===== src/hdl/mfp_pkg.sv =====
// Shared types and constants for the mode finder with percentage.
// No dependencies; every other file in hdl/ imports this package.
package mfp_pkg;

   localparam int VALUE_W = 32;   // element width on the ports and in the store
   localparam int COUNT_W = 9;    // mode_count field width
   localparam int PCT_W   = 15;   // percent_q8 field width

   // 100 percent scaled by 2^8 fraction bits
   localparam int PCT_SCALE_Q8 = 100 * 256;
   localparam int PCT_SCALE_W  = $clog2(PCT_SCALE_Q8 + 1);

   typedef struct packed {
      logic signed [VALUE_W-1:0] value;
      logic                      last;
   } req_type;

   typedef struct packed {
      logic signed [VALUE_W-1:0] mode_value;
      logic [COUNT_W-1:0]        mode_count;
      logic [PCT_W-1:0]          percent_q8;
      logic                      overflow;
   } rsp_type;

   // status returned by the divider
   typedef struct packed {
      logic busy;
      logic done;
   } div_stat_type;

endpackage


===== src/hdl/mfp_div.sv =====
// Restoring divider, one quotient bit per cycle, for the percentage share.
// Depends on mfp_pkg for the status struct.
module mfp_div #(
   parameter int NUM_W = 24,
   parameter int DEN_W = 9
) (
   input  logic                     clock,
   input  logic                     reset,
   input  logic                     start,
   input  logic [NUM_W-1:0]         num,
   input  logic [DEN_W-1:0]         den,   // held stable while busy
   output logic [NUM_W-1:0]         quot,
   output mfp_pkg::div_stat_type    stat
);
   import mfp_pkg::*;

   localparam int STEP_W = $clog2(NUM_W + 1);

   logic [DEN_W-1:0]  rem_ff,  rem_in;
   logic [NUM_W-1:0]  quo_ff,  quo_in;
   logic [STEP_W-1:0] step_ff, step_in;
   logic              busy_ff, busy_in;
   logic              done_ff, done_in;
   logic [DEN_W:0]    trial;
   logic              fits;

   always_comb begin
      trial   = {rem_ff, quo_ff[NUM_W-1]};
      fits    = trial >= {1'b0, den};
      rem_in  = rem_ff;
      quo_in  = quo_ff;
      step_in = step_ff;
      busy_in = busy_ff;
      done_in = 1'b0;
      if (start) begin
         rem_in  = '0;
         quo_in  = num;
         step_in = STEP_W'(NUM_W);
         busy_in = 1'b1;
      end else if (busy_ff) begin
         rem_in  = fits ? DEN_W'(trial - {1'b0, den}) : DEN_W'(trial);
         quo_in  = {quo_ff[NUM_W-2:0], fits};
         step_in = step_ff - STEP_W'(1);
         if (step_ff == STEP_W'(1)) begin
            busy_in = 1'b0;
            done_in = 1'b1;
         end
      end
   end

   always_ff @(posedge clock) begin
      if (reset) begin
         busy_ff <= 1'b0;
         done_ff <= 1'b0;
         step_ff <= '0;
      end else begin
         busy_ff <= busy_in;
         done_ff <= done_in;
         step_ff <= step_in;
      end
      rem_ff <= rem_in;
      quo_ff <= quo_in;
   end

   assign quot      = quo_ff;
   assign stat.busy = busy_ff;
   assign stat.done = done_ff;

endmodule


===== config.mk =====
export PLATFORM = sky130hd
export DESIGN_NAME = mfp_div
export DESIGN_NICKNAME = d
export VERILOG_FILES = /design/src/hdl/mfp_pkg.sv /design/src/hdl/mfp_div.sv
export SDC_FILE = /design/constraint.sdc
export NUM_CORES = 1
export LEC_CHECK = 0
export BUFFER_PORTS_ARGS = -buffer_cell sky130_fd_sc_hd__buf_2
export CAP_MARGIN = 25
export CORE_MARGIN = 2
export CORE_UTILIZATION = 47
export CTS_CLUSTER_SIZE = 8
export DETAILED_ROUTE_END_ITERATION = 16
export PLACE_DENSITY = 0.76
export SYNTH_ARGS = -nofsm -noshare
export SYNTH_HDL_FRONTEND = slang
export SYNTH_SLANG_ARGS = --single-unit

===== constraint.sdc =====
create_clock -name clock -period 2.5 [get_ports clock]
set_clock_uncertainty 0.05 [all_clocks]
set_input_delay 0.5 -clock clock [delete_from_list [all_inputs] [get_ports clock]]
set_output_delay 0.5 -clock clock [all_outputs]
set_load 0.01 [all_outputs]

* Word-level counts from Yosys, hierarchy flattened
Cells that the tools add are included.
Storage, ports and cells: register bits 40, bits of input ports 36, output and inout bits 26, word-level logic and storage cells 23
Operators by class: add/subtract/negate cells 2, order comparisons 1, equality and inequality tests 1, mux-type cells 9, bitwise logic cells 1, reductions and logical operators 3
Operator list (number):
- $mux W24 | 2
- $ge A10 B9 Y1 | 1
- $mux W5 | 2
- $mux W9 | 1
- $sub A9 B9 Y9 | 1
- $eq A5 B1 Y1 const B | 1
- $sub A5 B1 Y5 const B | 1
- $mux W1 | 4
- $reduce_or A3 Y1 | 1
- $reduce_bool A2 Y1 | 1
- $reduce_or A2 Y1 | 1
- $not A1 Y1 | 1

* Longest topological paths before layout
Gate-level depths: netlist of run 1.
depth in word-level cells 4, mapped depth 10, depth with buffers taken out 9

* Worst setup path after synthesis of run 1
No wires, ideal clock.
kind reg2reg, start point register quo_ff[23], in the netlist quot[23], end point register quo_ff[0], in the netlist quot[0], data pin, data arrival time 2337 ps, data required time 2190 ps, path slack -146 ps, stages on the path, launching flop included 11, cells stage by stage edfxtp_1 -> inv_1 -> ha_1 -> inv_1 -> fa_1 -> a211oi_4 -> o31ai_4 -> a211oi_4 -> buf_6 -> inv_2 -> mux2_2
Between the ends: word-level cells in the longest chain between the ends 3
Ends and longest elaborated chain:
- from (decl) | RTL line mfp_div.sv:20 | logic [NUM_W-1:0] quo_ff, quo_in;
- from (signal assigned) | RTL line mfp_div.sv:62 | quo_ff <= quo_in;
- $ge A10 B9 Y1 | RTL line mfp_div.sv:29 | fits = trial >= {1'b0, den};
- $mux W24 | RTL line mfp_div.sv:40 | end else if (busy_ff) begin
- $mux W24 | RTL line mfp_div.sv:35 | if (start) begin
- named net quo_in[0] | RTL line mfp_div.sv:20
The timed path passes the listed nets, and every way through them passes these cells. The select of a mux whose other input is x is not followed. A chain may end at the register's enable or synchronous reset.

* Worst setup path after layout of run 1
Same ends and word-level chain as after synthesis.

==> out/qor.json, run 1 <==
{
  "status": {"value": "finished, final reports clean"},
  "min_path_type": {"value": "in2reg"},
  "grt_pass1_vias": {"value": 1655},
  "setup.worst_path.class": {"value": "reg2reg"},
  "power.switching_fraction": {"value": 28.1, "unit": "%"},
  "timing.reg2reg.setup_slack": {"value": 30, "unit": "ps"},
  "switch_pwr": {"value": 0.000502, "unit": "W"},
  "yosys-top-cells-area": {"value": "sky130_fd_sc_hd__edfxtp_1, sky130_fd_sc_hd__dfxtp_1, sky130_fd_sc_hd__mux2_2"},
  "ys_ff_latch": {"value": 40},
  "whs_path_depth": {"value": 2},
  "cp_slowest_stage_delay": {"value": 390, "unit": "ps"},
  "maximum_number_of_pins_on_one_net_before_global_route_repair": {"value": 25},
  "detail_route.drc_violations": {"value": 0},
  "wl_per_cell": {"value": 14.5, "unit": "µm"},
  "antenna_found_initial": {"value": 0},
  "final.setup.tns": {"value": 0, "unit": "ps"},
  "synth_largest_type_area_fraction": {"value": 32.1, "unit": "%"},
  "hpwl": {"value": 3220, "unit": "µm"},
  "synthXorXnorAreaFrac": {"value": 3.90, "unit": "%"},
  "drive_above_1_share": {"value": 45.9, "unit": "%"},
  "clkTransAtPathRegs": {"value": 80, "unit": "ps"},
  "worst_ir_drop_vdd": {"value": 406, "unit": "µV"},
  "power_density": {"value": 656, "unit": "nW/µm²"},
  "cts.hold.buffers_added": {"value": 0},
  "timing.critical_path.fanout_max": {"value": 4},
  "synth-adder-area-share": {"value": 7.02, "unit": "%"},
  "synth_mux_area_share": {"value": 13.8, "unit": "%"},
  "die_height": {"value": 73.1, "unit": "µm"},
  "syn-mean-instance-area": {"value": 11.9, "unit": "µm²"},
  "port-buffer-count": {"value": 61},
  "tritoncts.num_buffers": {"value": 5},
  "detailedRoute.firstPassIterationCount": {"value": 4},
  "synth.net_count": {"value": 237},
  "timing_max_transition_violations_final": {"value": 0},
  "synth_sequential_area_ratio": {"value": 46.4, "unit": "%"},
  "synthSimpleGateAreaFrac": {"value": 11.1, "unit": "%"},
  "critPathArrivalTime": {"value": 2470, "unit": "ps"},
  "period_share": {"value": 98.8, "unit": "%"},
  "clock.fmax": {"value": 405, "unit": "MHz"},
  "p_seq_share": {"value": 45.6, "unit": "%"},
  "htree_levels": {"value": 2},
  "yosys_warnings": {"value": 0},
  "power.static_leakage": {"value": 1.21, "unit": "nW"},
  "relSlewSlack": {"value": 62.5, "unit": "%"},
  "hp-start": {"value": "reset"},
  "cp-end-kind": {"value": "register"},
  "final-setup-viol-count": {"value": 0},
  "overflow": {"value": 0},
  "synth_top_family_by_area": {"value": "multiplexers"},
  "synth-edff-count": {"value": 24},
  "vias": {"value": 1673},
  "power_frac_clock": {"value": 29.6, "unit": "%"},
  "crit_chain": {"value": "inv_1, ha_2, inv_2, fa_2, a211oi_4, o31ai_4, a211oi_4, buf_4, inv_2, mux2_2"},
  "syn-instance-count": {"value": 189},
  "r2r_cells": {"value": 10},
  "gp_congestion": {"value": 0.849},
  "worstReg2RegStart": {"value": "quot[23]$_DFFE_PP_"},
  "grt_util_all_layers": {"value": 17.7, "unit": "%"},
  "synthToLayoutAreaGrowth": {"value": 21.3, "unit": "%"},
  "cts_root_buffer": {"value": "sky130_fd_sc_hd__clkbuf_8"},
  "critPathSlowestCell": {"value": "sky130_fd_sc_hd__edfxtp_1"},
  "crit-reg2reg-capture": {"value": "quot[0]$_DFFE_PP_"},
  "compound_cell_area_share_of_the_yosys_netlist": {"value": 11.4, "unit": "%"},
  "cts_tree": {"value": "done"},
  "syn-cell-area": {"value": 2250, "unit": "µm²"},
  "finalHoldViolations": {"value": 0},
  "internal_power": {"value": 0.00129, "unit": "W"},
  "worst_ep_required_time": {"value": 2500, "unit": "ps"},
  "comb_power_share": {"value": 24.8, "unit": "%"},
  "synth_ff_type": {"value": "sky130_fd_sc_hd__edfxtp_1"},
  "clock_insertion_delay_worst_skew": {"value": 300, "unit": "ps"},
  "initial_core_util": {"value": 48.2, "unit": "%"},
  "cts_max_path_buffers": {"value": 2},
  "num-fill-cells": {"value": 401},
  "num_antenna_cells": {"value": 0},
  "clock_sink_count": {"value": 40},
  "number_of_max_cap_violations": {"value": 0},
  "cp-start-kind": {"value": "register"},
  "synth-async-reset-ratio": {"value": 0, "unit": "%"},
  "post-route-min-period": {"value": 2470, "unit": "ps"},
  "yosysUniqueCellTypes": {"value": 46},
  "die_area": {"value": 5350, "unit": "µm²"},
  "synth_top_cell_by_area": {"value": "sky130_fd_sc_hd__edfxtp_1"},
  "wirelength": {"value": 4510, "unit": "µm"},
  "ys_top_cells_by_count": {"value": "sky130_fd_sc_hd__edfxtp_1, sky130_fd_sc_hd__mux2_2, sky130_fd_sc_hd__dfxtp_1, sky130_fd_sc_hd__nor2_1, sky130_fd_sc_hd__inv_1"},
  "floorplan.io_pins": {"value": 62},
  "worst_pin_slew": {"value": 562, "unit": "ps"},
  "design.final.nets": {"value": 304},
  "rsz0062_at_grt": {"value": "true"},
  "num_rows": {"value": 25},
  "viasPerCell": {"value": 5.38},
  "die_x": {"value": 73.1, "unit": "µm"},
  "drtIter0Drc": {"value": 90},
  "core_area": {"value": 4660, "unit": "µm²"},
  "final_antenna_net_count": {"value": 0},
  "post_layout_power": {"value": 0.00179, "unit": "W"},
  "worstHoldEndpoint": {"value": "step_ff[4]$_SDFFE_PP0P_"},
  "grt_pass1_wl": {"value": 7310, "unit": "µm"}
}
routing by layer:
layer | vias up | share of wire [%] | global-route usage, %
li1 | 819 | - | -
met1 | 798 | 44 | 21.4
met2 | 48 | 47 | 28.6
met3 | 8 | 7.2 | 6.22
met4 | 0 | 1.8 | 7.00
met5 | - | 0 | 0
how the worst max path moves through the flow:
stage / from / to / slack (ps) / depth (start not counted)
after floorplan: quot[23]$_DFFE_PP_ / quot[0]$_DFFE_PP_ / -10 / 10
after global placement: den[0] / rem_ff[6]$_SDFFE_PP0P_ / 7 / 10
after detailed placement: den[0] / rem_ff[6]$_SDFFE_PP0P_ / -60 / 10
after CTS: quot[23]$_DFFE_PP_ / rem_ff[1]$_SDFFE_PP0P_ / 20 / 10
after global routing: quot[23]$_DFFE_PP_ / quot[0]$_DFFE_PP_ / -40 / 10
final: quot[23]$_DFFE_PP_ / quot[0]$_DFFE_PP_ / 30 / 10
stage by stage:
stage | instances | util [%] | area [µm²] | hold WS [ps] | setup WS [ps]
floorplan | 189 | - | 2250 | 421 | -13.1
global placement | 302 | 55.8 | 2600 | 445 | 6.73
detailed placement | 302 | 55.8 | 2600 | 457 | -57.2
CTS | 310 | 58.1 | 2710 | 390 | 17.8
global route | 311 | 58.5 | 2730 | 399 | -40.6
finish | 311 | 58.5 | 2730 | 403 | 30.7
cells in the final DEF (no fill, tap or decap), types with 3 or more instances in the layout:
cell / instances
sky130_fd_sc_hd__clkbuf_8: 5
sky130_fd_sc_hd__edfxtp_1: 24
sky130_fd_sc_hd__dfxtp_1: 16
sky130_fd_sc_hd__ha_1: 10
sky130_fd_sc_hd__buf_2: 61
sky130_fd_sc_hd__xor2_1: 7
sky130_fd_sc_hd__xnor2_1: 3
sky130_fd_sc_hd__mux2_2: 24
sky130_fd_sc_hd__nand2_1: 6
sky130_fd_sc_hd__inv_1: 12
sky130_fd_sc_hd__buf_4: 10
sky130_fd_sc_hd__mux2i_1: 4
sky130_fd_sc_hd__nor3_1: 5
sky130_fd_sc_hd__a21oi_1: 3
sky130_fd_sc_hd__a211oi_1: 4
sky130_fd_sc_hd__o21ai_0: 3
sky130_fd_sc_hd__nor2_1: 15
power groups by stage:
stage / clock network (W) / logic, W / registers, W
6_report: 0.000529 / 0.000443 / 0.000815
5_1_grt: 0.000564 / 0.000483 / 0.000825
4_1_cts: 0.000543 / 0.000433 / 0.000816
3_5_place_dp: 0 / 0.000426 / 0.000829
3_3_place_gp: 0 / 0.000419 / 0.000830
2_1_floorplan: 0 / 0.000281 / 0.000842
worst max-delay path: cells and delay by family (launching register included):
family / cells / cell delay (ps)
AO/OA/AOI/OAI: 3 / 670
adder cells (fa/ha/maj): 2 / 550
flip-flops: 1 / 390
buffers and inverters: 4 / 310
multiplexers: 1 / 250
state kept, by name, summed over array words and instances, names as in the netlist:
signal	count
busy_ff	1
step_ff	5
quot	24
done_ff	1
rem_ff	9
what timing repair did:
item	in CTS	in global routing
hold endpoints to repair	0	0
endpoints found under the setup margin	0	7
buffers inserted	0	1
gates resized for setup	0	4
kinds of logic (layout without fill, tap and decap cells):
family / count (synthesis) / count (layout)
AOI/OAI and AO/OA: 28 / 28
xor gates and xnor gates: 10 / 10
adders and majority gates: 12 / 12
buffers and inverters: 25 / 93
DFF: 40 / 40
muxes: 28 / 28
and+or+nand+nor: 46 / 46
layout make-up:
type	count	area (µm²)	area share [%]
clock buffer	5	68.8	2.53
clock inverter	3	42.5	1.56
sequential	40	1040	38.2
multi-input combinational	124	1070	39.3
timing repair buffer	71	380	14.0
tap	54	67.6	2.48
inverter	14	52.6	1.93
No activity file was read; power rests on OpenSTA's default activity.
==> inputs of run 2 (changes only) <==
--- a/config.mk
+++ b/config.mk
@@ -5,6 +5,7 @@
 export SDC_FILE = /design/constraint.sdc
 export NUM_CORES = 1
 export LEC_CHECK = 0
+export ABC_AREA = 1
 export BUFFER_PORTS_ARGS = -buffer_cell sky130_fd_sc_hd__buf_2
 export CAP_MARGIN = 25
 export CORE_MARGIN = 2
==> out/qor.json, run 2 <==
{
  "status": {"value": "finished, final reports clean"},
  "final-setup-viol-count": {"value": 0, "change": "unchanged"},
  "placedInstanceArea": {"value": 2570, "unit": "µm²", "change": "-0.91%"},
  "drtIter0Drc": {"value": 149, "change": "+66%"},
  "die_height": {"value": 73.2, "unit": "µm", "change": "+0.16%"},
  "cp-end-kind": {"value": "register"},
  "critPathArrivalTime": {"value": 2320, "unit": "ps", "change": "-150 ps"},
  "maximum_number_of_pins_on_one_net_before_global_route_repair": {"value": 29, "change": "+16%"},
  "final_cell_mix": {"value": "sky130_fd_sc_hd__nand2_1, sky130_fd_sc_hd__buf_2, sky130_fd_sc_hd__inv_1"},
  "yosys-top-cells-area": {"value": "sky130_fd_sc_hd__edfxtp_1, sky130_fd_sc_hd__nand2_1, sky130_fd_sc_hd__dfxtp_1"},
  "ys_top_cells_by_count": {"value": "sky130_fd_sc_hd__nand2_1, sky130_fd_sc_hd__inv_1, sky130_fd_sc_hd__edfxtp_1, sky130_fd_sc_hd__nand3_1, sky130_fd_sc_hd__dfxtp_1"},
  "port-buffer-count": {"value": 61, "change": "unchanged"},
  "synth_sequential_area_ratio": {"value": 46.2, "unit": "%", "change": "-0.15 points"},
  "overflow": {"value": 0, "change": "unchanged"},
  "wl_per_cell": {"value": 12.2, "unit": "µm", "change": "-16%"},
  "post_cts_resized": {"value": 0, "change": "unchanged"},
  "number_of_max_cap_violations": {"value": 0, "change": "unchanged"},
  "setup.worst_path.class": {"value": "reg2reg"},
  "synth-edff-count": {"value": 24, "change": "unchanged"},
  "worstReg2RegStart": {"value": "quot[23]$_DFFE_PP_"},
  "htree_levels": {"value": 2, "change": "unchanged"},
  "grt_pass1_wl": {"value": 7940, "unit": "µm", "change": "+8.7%"},
  "cts_root_buffer": {"value": "sky130_fd_sc_hd__clkbuf_8"},
  "tritoncts.num_buffers": {"value": 5, "change": "unchanged"},
  "synthToLayoutAreaGrowth": {"value": 19.2, "unit": "%"},
  "timing.critical_path.from": {"value": "quot[23]$_DFFE_PP_"},
  "period_share": {"value": 85.8, "unit": "%", "change": "-13 points"},
  "cp-start-kind": {"value": "register"},
  "cts_tree": {"value": "done"},
  "synth-async-reset-ratio": {"value": 0, "unit": "%", "change": "unchanged"},
  "cts_max_path_buffers": {"value": 2, "change": "unchanged"},
  "worst_pin_slew": {"value": 530, "unit": "ps", "change": "-32.0 ps"},
  "clock.fmax": {"value": 466, "unit": "MHz", "change": "+15%"},
  "synth.most_common_cell": {"value": "sky130_fd_sc_hd__nand2_1"},
  "power_density": {"value": 587, "unit": "nW/µm²", "change": "-11%"},
  "viasPerCell": {"value": 4.87, "change": "-9.4%"},
  "die_x": {"value": 73.2, "unit": "µm", "change": "+0.16%"},
  "num_rows": {"value": 25, "change": "unchanged"},
  "finalHoldViolations": {"value": 0, "change": "unchanged"},
  "min_path_type": {"value": "in2reg"},
  "antenna_found_initial": {"value": 0, "change": "unchanged"},
  "die_area": {"value": 5360, "unit": "µm²", "change": "+0.31%"},
  "clock_sink_count": {"value": 40, "change": "unchanged"},
  "clkTransAtPathRegs": {"value": 80, "unit": "ps", "change": "about the same"},
  "gp_congestion": {"value": 0.918, "change": "+8.1%"},
  "drive_above_1_share": {"value": 23.7, "unit": "%", "change": "-22 points"},
  "hpwl": {"value": 3710, "unit": "µm", "change": "+15%"},
  "final_worst_hold_slack": {"value": 362, "unit": "ps", "change": "-41.3 ps"},
  "synth_ff_type": {"value": "sky130_fd_sc_hd__edfxtp_1"},
  "largest_register_ffs": {"value": 24, "change": "unchanged"},
  "worst_ir_drop_vdd": {"value": 494, "unit": "µV", "change": "+22%"},
  "hp-start": {"value": "reset"},
  "core_area": {"value": 4660, "unit": "µm²", "change": "unchanged"},
  "ys_ff_latch": {"value": 40, "change": "unchanged"},
  "post-route-min-period": {"value": 2140, "unit": "ps", "change": "-325 ps"},
  "synth_top_cell_by_area": {"value": "sky130_fd_sc_hd__edfxtp_1"},
  "power.static_leakage": {"value": 1.45, "unit": "nW", "change": "+20%"},
  "clock_insertion_delay_worst_skew": {"value": 280, "unit": "ps", "change": "-20 ps"},
  "syn-instance-count": {"value": 290, "change": "+53%"},
  "grt_util_all_layers": {"value": 18.7, "unit": "%", "change": "+1.1 points"},
  "yosys_warnings": {"value": 0, "change": "unchanged"},
  "syn-mean-instance-area": {"value": 7.77, "unit": "µm²", "change": "-35%"},
  "syn-cell-area": {"value": 2250, "unit": "µm²", "change": "+0.33%"},
  "synth.net_count": {"value": 338, "change": "+43%"},
  "floorplan.io_pins": {"value": 62, "change": "unchanged"},
  "design.final.nets": {"value": 397, "change": "+31%"},
  "relSlewSlack": {"value": 64.6, "unit": "%", "change": "+2.1 points"},
  "final.setup.tns": {"value": 0, "unit": "ps", "change": "unchanged"},
  "cts.hold.buffers_added": {"value": 0, "change": "unchanged"},
  "timing.critical_path.fanout_max": {"value": 11, "change": "+7"},
  "initial_core_util": {"value": 48.3, "unit": "%", "change": "+0.16 points"},
  "postCtsSetupRepairBufs": {"value": 0, "change": "unchanged"},
  "rsz0062_at_grt": {"value": "false"},
  "vias": {"value": 1968, "change": "+18%"},
  "grt_pass1_vias": {"value": 1960, "change": "+18%"},
  "timing_max_transition_violations_final": {"value": 0, "change": "unchanged"},
  "wirelength": {"value": 4910, "unit": "µm", "change": "+8.8%"},
  "synth_largest_type_area_fraction": {"value": 32.0, "unit": "%", "change": "-0.11 points"},
  "final_antenna_net_count": {"value": 0, "change": "unchanged"},
  "worst_ep_required_time": {"value": 2680, "unit": "ps", "change": "+180 ps"},
  "yosysUniqueCellTypes": {"value": 30, "change": "-35%"},
  "design_area": {"value": 2690, "unit": "µm²", "change": "-1.4%"},
  "num_antenna_cells": {"value": 0, "change": "unchanged"},
  "detail_route.drc_violations": {"value": 0, "change": "unchanged"},
  "layout.cells.most_common": {"value": "sky130_fd_sc_hd__nand2_1"},
  "detailedRoute.firstPassIterationCount": {"value": 5, "change": "+1"}
}
## run 2: cell types whose count changed after synthesis, sizes merged, moves of 3 or more
cell    delta
a211oi     -5
inv       +18
mux2      -24
mux2i      -4
nand2    +131
nand3     +17
nand3b     +9
nor2       -4
nor3       -3
o21ai      -3
xor2       -5
## run 2: area by class of cell
type | instances | area, µm²
Clock buffer | 5 | 68.8
Clock inverter | 3 | 42.5
Fill cell | 438 | 1970
Inverter | 33 | 124
Multi-Input combinational cell | 207 | 1030
Sequential cell | 40 | 1040
Tap cell | 54 | 67.6
Timing Repair Buffer | 62 | 313
## run 2: cells by family (layout without fill, tap and decap cells)
group           count (synthesis)  count (layout)  synth area share [%]
buf+inv                        43             103                  8.11
xor+xnor                        4               4                  1.55
flops                          40              40                  46.2
compound gates                 11              11                  2.94
fa+ha+maj                      12              12                  7.00
simple gates                  180             180                  34.2
## run 2: layer usage
layer | wire (µm) | vias up | global-route usage [%]
li1 | - | 1033 | -
met1 | 2170 | 872 | 22.6
met2 | 2460 | 55 | 32.1
met3 | 226 | 8 | 4.42
met4 | 48 | 0 | 7.20
met5 | 0 | - | 0
## run 2: critical path, cell delays in order, from the launching register on
cell and delay, ps:
sky130_fd_sc_hd__edfxtp_1 390, sky130_fd_sc_hd__inv_1 90, sky130_fd_sc_hd__ha_1 140, sky130_fd_sc_hd__inv_1 60
sky130_fd_sc_hd__fa_1 430, sky130_fd_sc_hd__nand2_2 100, sky130_fd_sc_hd__nand2_2 70, sky130_fd_sc_hd__nand3_2 80
sky130_fd_sc_hd__nand2_2 60, sky130_fd_sc_hd__nand2_2 180, sky130_fd_sc_hd__nand2_2 160, sky130_fd_sc_hd__nand2_1 110
sky130_fd_sc_hd__nand3_1 90, sky130_fd_sc_hd__nand2_1 80
## run 2: path summary, 6_finish.rpt
path	slack, ps	end	cells after the start
max reg2reg	360	rem_ff[5]$_SDFFE_PP0P_	13
min	360	step_ff[3]$_SDFFE_PP0P_	2
max	360	rem_ff[5]$_SDFFE_PP0P_	13
min reg2reg	430	step_ff[4]$_SDFFE_PP0P_	2
## run 2: metrics by stage
step           total power [W]  instances  setup slack (ps)  utilization (%)
2_1_floorplan         0.000970        290               582                -
3_3_place_gp           0.00107        396               398             55.2
3_5_place_dp           0.00107        396               269             55.2
4_1_cts                0.00158        404               350             57.6
5_1_grt                0.00165        404               178             57.6
6_report               0.00158        404               355             57.6
## run 2: where the power goes
part | switching [W] | internal [W] | total [W]
clock | 0.000223 | 0.000295 | 0.000518
sequential | 0.0000297 | 0.000760 | 0.000790
combinational | 0.000161 | 0.000107 | 0.000268
==> inputs of run 3 (changes only) <==
==> constraint.sdc (replaced) <==
create_clock -name clock -period 1.9 [get_ports clock]
set_clock_uncertainty 0.05 [all_clocks]
set_input_delay 0.38 -clock clock [delete_from_list [all_inputs] [get_ports clock]]
set_output_delay 0.38 -clock clock [all_outputs]
set_load 0.05 [all_outputs]
==> out/qor.json, run 3 (synthesis gave the netlist of run 2 again) <==
{
  "critPathArrivalTime": {"value": 1820, "unit": "ps", "change": "-500 ps"},
  "power.static_leakage": {"value": 1.50, "unit": "nW", "change": "+3.8%"},
  "area_taken_by_multi_input_logic_gates": {"value": 1110, "unit": "µm²", "change": "+8.0%"},
  "antenna_found_initial": {"value": 0, "change": "unchanged"},
  "grt_util_all_layers": {"value": 18.9, "unit": "%", "change": "+0.18 points"},
  "tritoncts.num_buffers": {"value": 5, "change": "unchanged"},
  "cp-end-kind": {"value": "register"},
  "layout.cells.most_common": {"value": "sky130_fd_sc_hd__nand2_1"},
  "vias": {"value": 2045, "change": "+3.9%"},
  "cts_max_path_buffers": {"value": 2, "change": "unchanged"},
  "setup.worst_path.class": {"value": "reg2reg"},
  "timing.critical_path.fanout_max": {"value": 7, "change": "-4"},
  "clkTransAtPathRegs": {"value": 80, "unit": "ps", "change": "about the same"},
  "timing.critical_path.from": {"value": "quot[23]$_DFFE_PP_"},
  "design.final.nets": {"value": 409, "change": "+3.0%"},
  "cts_tree": {"value": "done"},
  "timing_max_transition_violations_final": {"value": 0, "change": "unchanged"},
  "final.setup.tns": {"value": 0, "unit": "ps", "change": "unchanged"},
  "detailedRoute.firstPassIterationCount": {"value": 4, "change": "-1"},
  "clock.fmax": {"value": 548, "unit": "MHz", "change": "+18%"},
  "cp_slowest_stage_delay": {"value": 410, "unit": "ps", "change": "-20 ps"},
  "post-route-min-period": {"value": 1820, "unit": "ps", "change": "-321 ps"},
  "gp_congestion": {"value": 0.833, "change": "-9.2%"},
  "power_density": {"value": 763, "unit": "nW/µm²", "change": "+30%"},
  "core_area": {"value": 4660, "unit": "µm²", "change": "unchanged"},
  "overflow": {"value": 0, "change": "unchanged"},
  "largest_register_ffs": {"value": 24, "change": "unchanged"},
  "critPathSlowestCell": {"value": "sky130_fd_sc_hd__edfxtp_1"},
  "die_x": {"value": 73.2, "unit": "µm", "change": "unchanged"},
  "final_worst_hold_slack": {"value": 228, "unit": "ps", "change": "-134 ps"},
  "ff_latch_area": {"value": 1040, "unit": "µm²", "change": "unchanged"},
  "clock_sink_count": {"value": 40, "change": "unchanged"},
  "cp-start-kind": {"value": "register"},
  "port-buffer-count": {"value": 61, "change": "unchanged"},
  "drive_above_1_share": {"value": 27.9, "unit": "%", "change": "+4.2 points"},
  "min_path_type": {"value": "in2reg"},
  "hpwl": {"value": 3640, "unit": "µm", "change": "-1.9%"},
  "grt_pass1_wl": {"value": 7840, "unit": "µm", "change": "-1.3%"},
  "period_share": {"value": 96.0, "unit": "%", "change": "+10 points"},
  "num_antenna_cells": {"value": 0, "change": "unchanged"},
  "wl_per_cell": {"value": 12.2, "unit": "µm", "change": "+0.16%"},
  "die_area": {"value": 5360, "unit": "µm²", "change": "unchanged"},
  "wirelength": {"value": 5060, "unit": "µm", "change": "+3.1%"},
  "maximum_number_of_pins_on_one_net_before_global_route_repair": {"value": 26, "change": "-10%"},
  "clock_insertion_delay_worst_skew": {"value": 300, "unit": "ps", "change": "+20 ps"},
  "rsz0062_at_grt": {"value": "true"},
  "number_of_max_cap_violations": {"value": 0, "change": "unchanged"},
  "postLayoutSetupSlackWorst": {"value": 76.5, "unit": "ps", "change": "-279 ps"},
  "drtIter0Drc": {"value": 153, "change": "+2.7%"},
  "cts_root_buffer": {"value": "sky130_fd_sc_hd__clkbuf_8"},
  "post-route-util": {"value": 60.5, "unit": "%", "change": "+2.9 points"},
  "htree_levels": {"value": 2, "change": "unchanged"},
  "viasPerCell": {"value": 4.92, "change": "+0.92%"},
  "dp_slack": {"value": -109, "unit": "ps", "change": "-377 ps"},
  "worstReg2RegStart": {"value": "quot[23]$_DFFE_PP_"},
  "finalHoldViolations": {"value": 0, "change": "unchanged"},
  "die_height": {"value": 73.2, "unit": "µm", "change": "unchanged"},
  "hp-start": {"value": "reset"},
  "synthToLayoutAreaGrowth": {"value": 25.2, "unit": "%"},
  "final_cell_mix": {"value": "sky130_fd_sc_hd__nand2_1, sky130_fd_sc_hd__buf_2, sky130_fd_sc_hd__inv_1"},
  "grt_pass1_vias": {"value": 1783, "change": "-9.0%"},
  "status": {"value": "finished, final reports clean"},
  "final_antenna_net_count": {"value": 0, "change": "unchanged"},
  "initial_core_util": {"value": 48.3, "unit": "%", "change": "unchanged"},
  "cts.hold.buffers_added": {"value": 0, "change": "unchanged"},
  "floorplan.io_pins": {"value": 62, "change": "unchanged"},
  "num-fill-cells": {"value": 387, "change": "-12%"},
  "crit_chain": {"value": "inv_2, ha_4, inv_2, fa_2, nand2_2, nand2_4, nand3_4, nand2_4, nand2_8, a31oi_1"},
  "num_rows": {"value": 25, "change": "unchanged"},
  "detail_route.drc_violations": {"value": 0, "change": "unchanged"},
  "final-setup-viol-count": {"value": 0, "change": "unchanged"},
  "worst_ep_required_time": {"value": 1900, "unit": "ps", "change": "-780 ps"},
  "worst_ir_drop_vdd": {"value": 566, "unit": "µV", "change": "+15%"},
  "worst_pin_slew": {"value": 505, "unit": "ps", "change": "-25.1 ps"},
  "relSlewSlack": {"value": 66.3, "unit": "%", "change": "+1.7 points"}
}
run 3: cell count changes in the layout (fill, tap and decap cells not counted), sizes merged:
cell	change
nand2	+2
clkinvlp	-1
bufinv	-1
clkinv	+2
buf	+10
run 3: through the flow:
stage,total power (W),instances,instance area (µm²)
3_3_place_gp,0.00159,404,2640
2_1_floorplan,0.00144,290,2260
4_1_cts,0.00215,412,2740
5_1_grt,0.00226,416,2820
6_report,0.00215,416,2820
3_5_place_dp,0.00159,404,2640
run 3: worst max-delay path, delay by kind of cell (launching register included):
family                   cells  cell delay (ps)
AND/OR/NAND/NOR              5              430
flip-flops                   1              410
AO/OA/AOI/OAI                1               90
adder cells (fa/ha/maj)      2              460
buffers and inverters        2              120
run 3: path summary, 6_finish.rpt:
check	depth (start not counted)	endpoint	slack (ps)
worst max-delay path	10	quot[0]$_DFFE_PP_	80
worst min-delay path	2	step_ff[4]$_SDFFE_PP0P_	230
worst max register to register	10	quot[0]$_DFFE_PP_	80
worst min register to register	2	step_ff[4]$_SDFFE_PP0P_	420
run 3: report_power, final:
part | internal, W | switching (W) | total (W) | leakage [nW]
Combinational | 0.000167 | 0.000387 | 0.000553 | 1.08
Clock | 0.000256 | 0.000303 | 0.000559 | 0.0479
Sequential | 0.00100 | 0.0000395 | 0.00104 | 0.377
Total | 0.00142 | 0.000729 | 0.00215 | 1.50
run 3: cell type report:
type / count / share of cell area, %
Tap cell: 54 / 2.40
Inverter: 33 / 4.39
Multi-Input combinational cell: 209 / 39.4
Timing Repair Buffer: 72 / 13.8
Sequential cell: 40 / 36.9
Clock buffer: 5 / 2.44
Clock inverter: 3 / 0.665
run 3: layer usage:
| metal | global-route usage, % | share of wire [%] |
|---|---|---|
| met1 | 24.8 | 45 |
| met2 | 31.1 | 50 |
| met3 | 3.59 | 3.4 |
| met4 | 6.79 | 1.6 |
| met5 | 0 | 0 |
run 3: timing repair:
action,4_1_cts,5_1_grt
pin swaps,0,2
gates cloned,0,2
gates resized for setup,2,11
setup endpoints to repair,10,10
buffers inserted,0,2
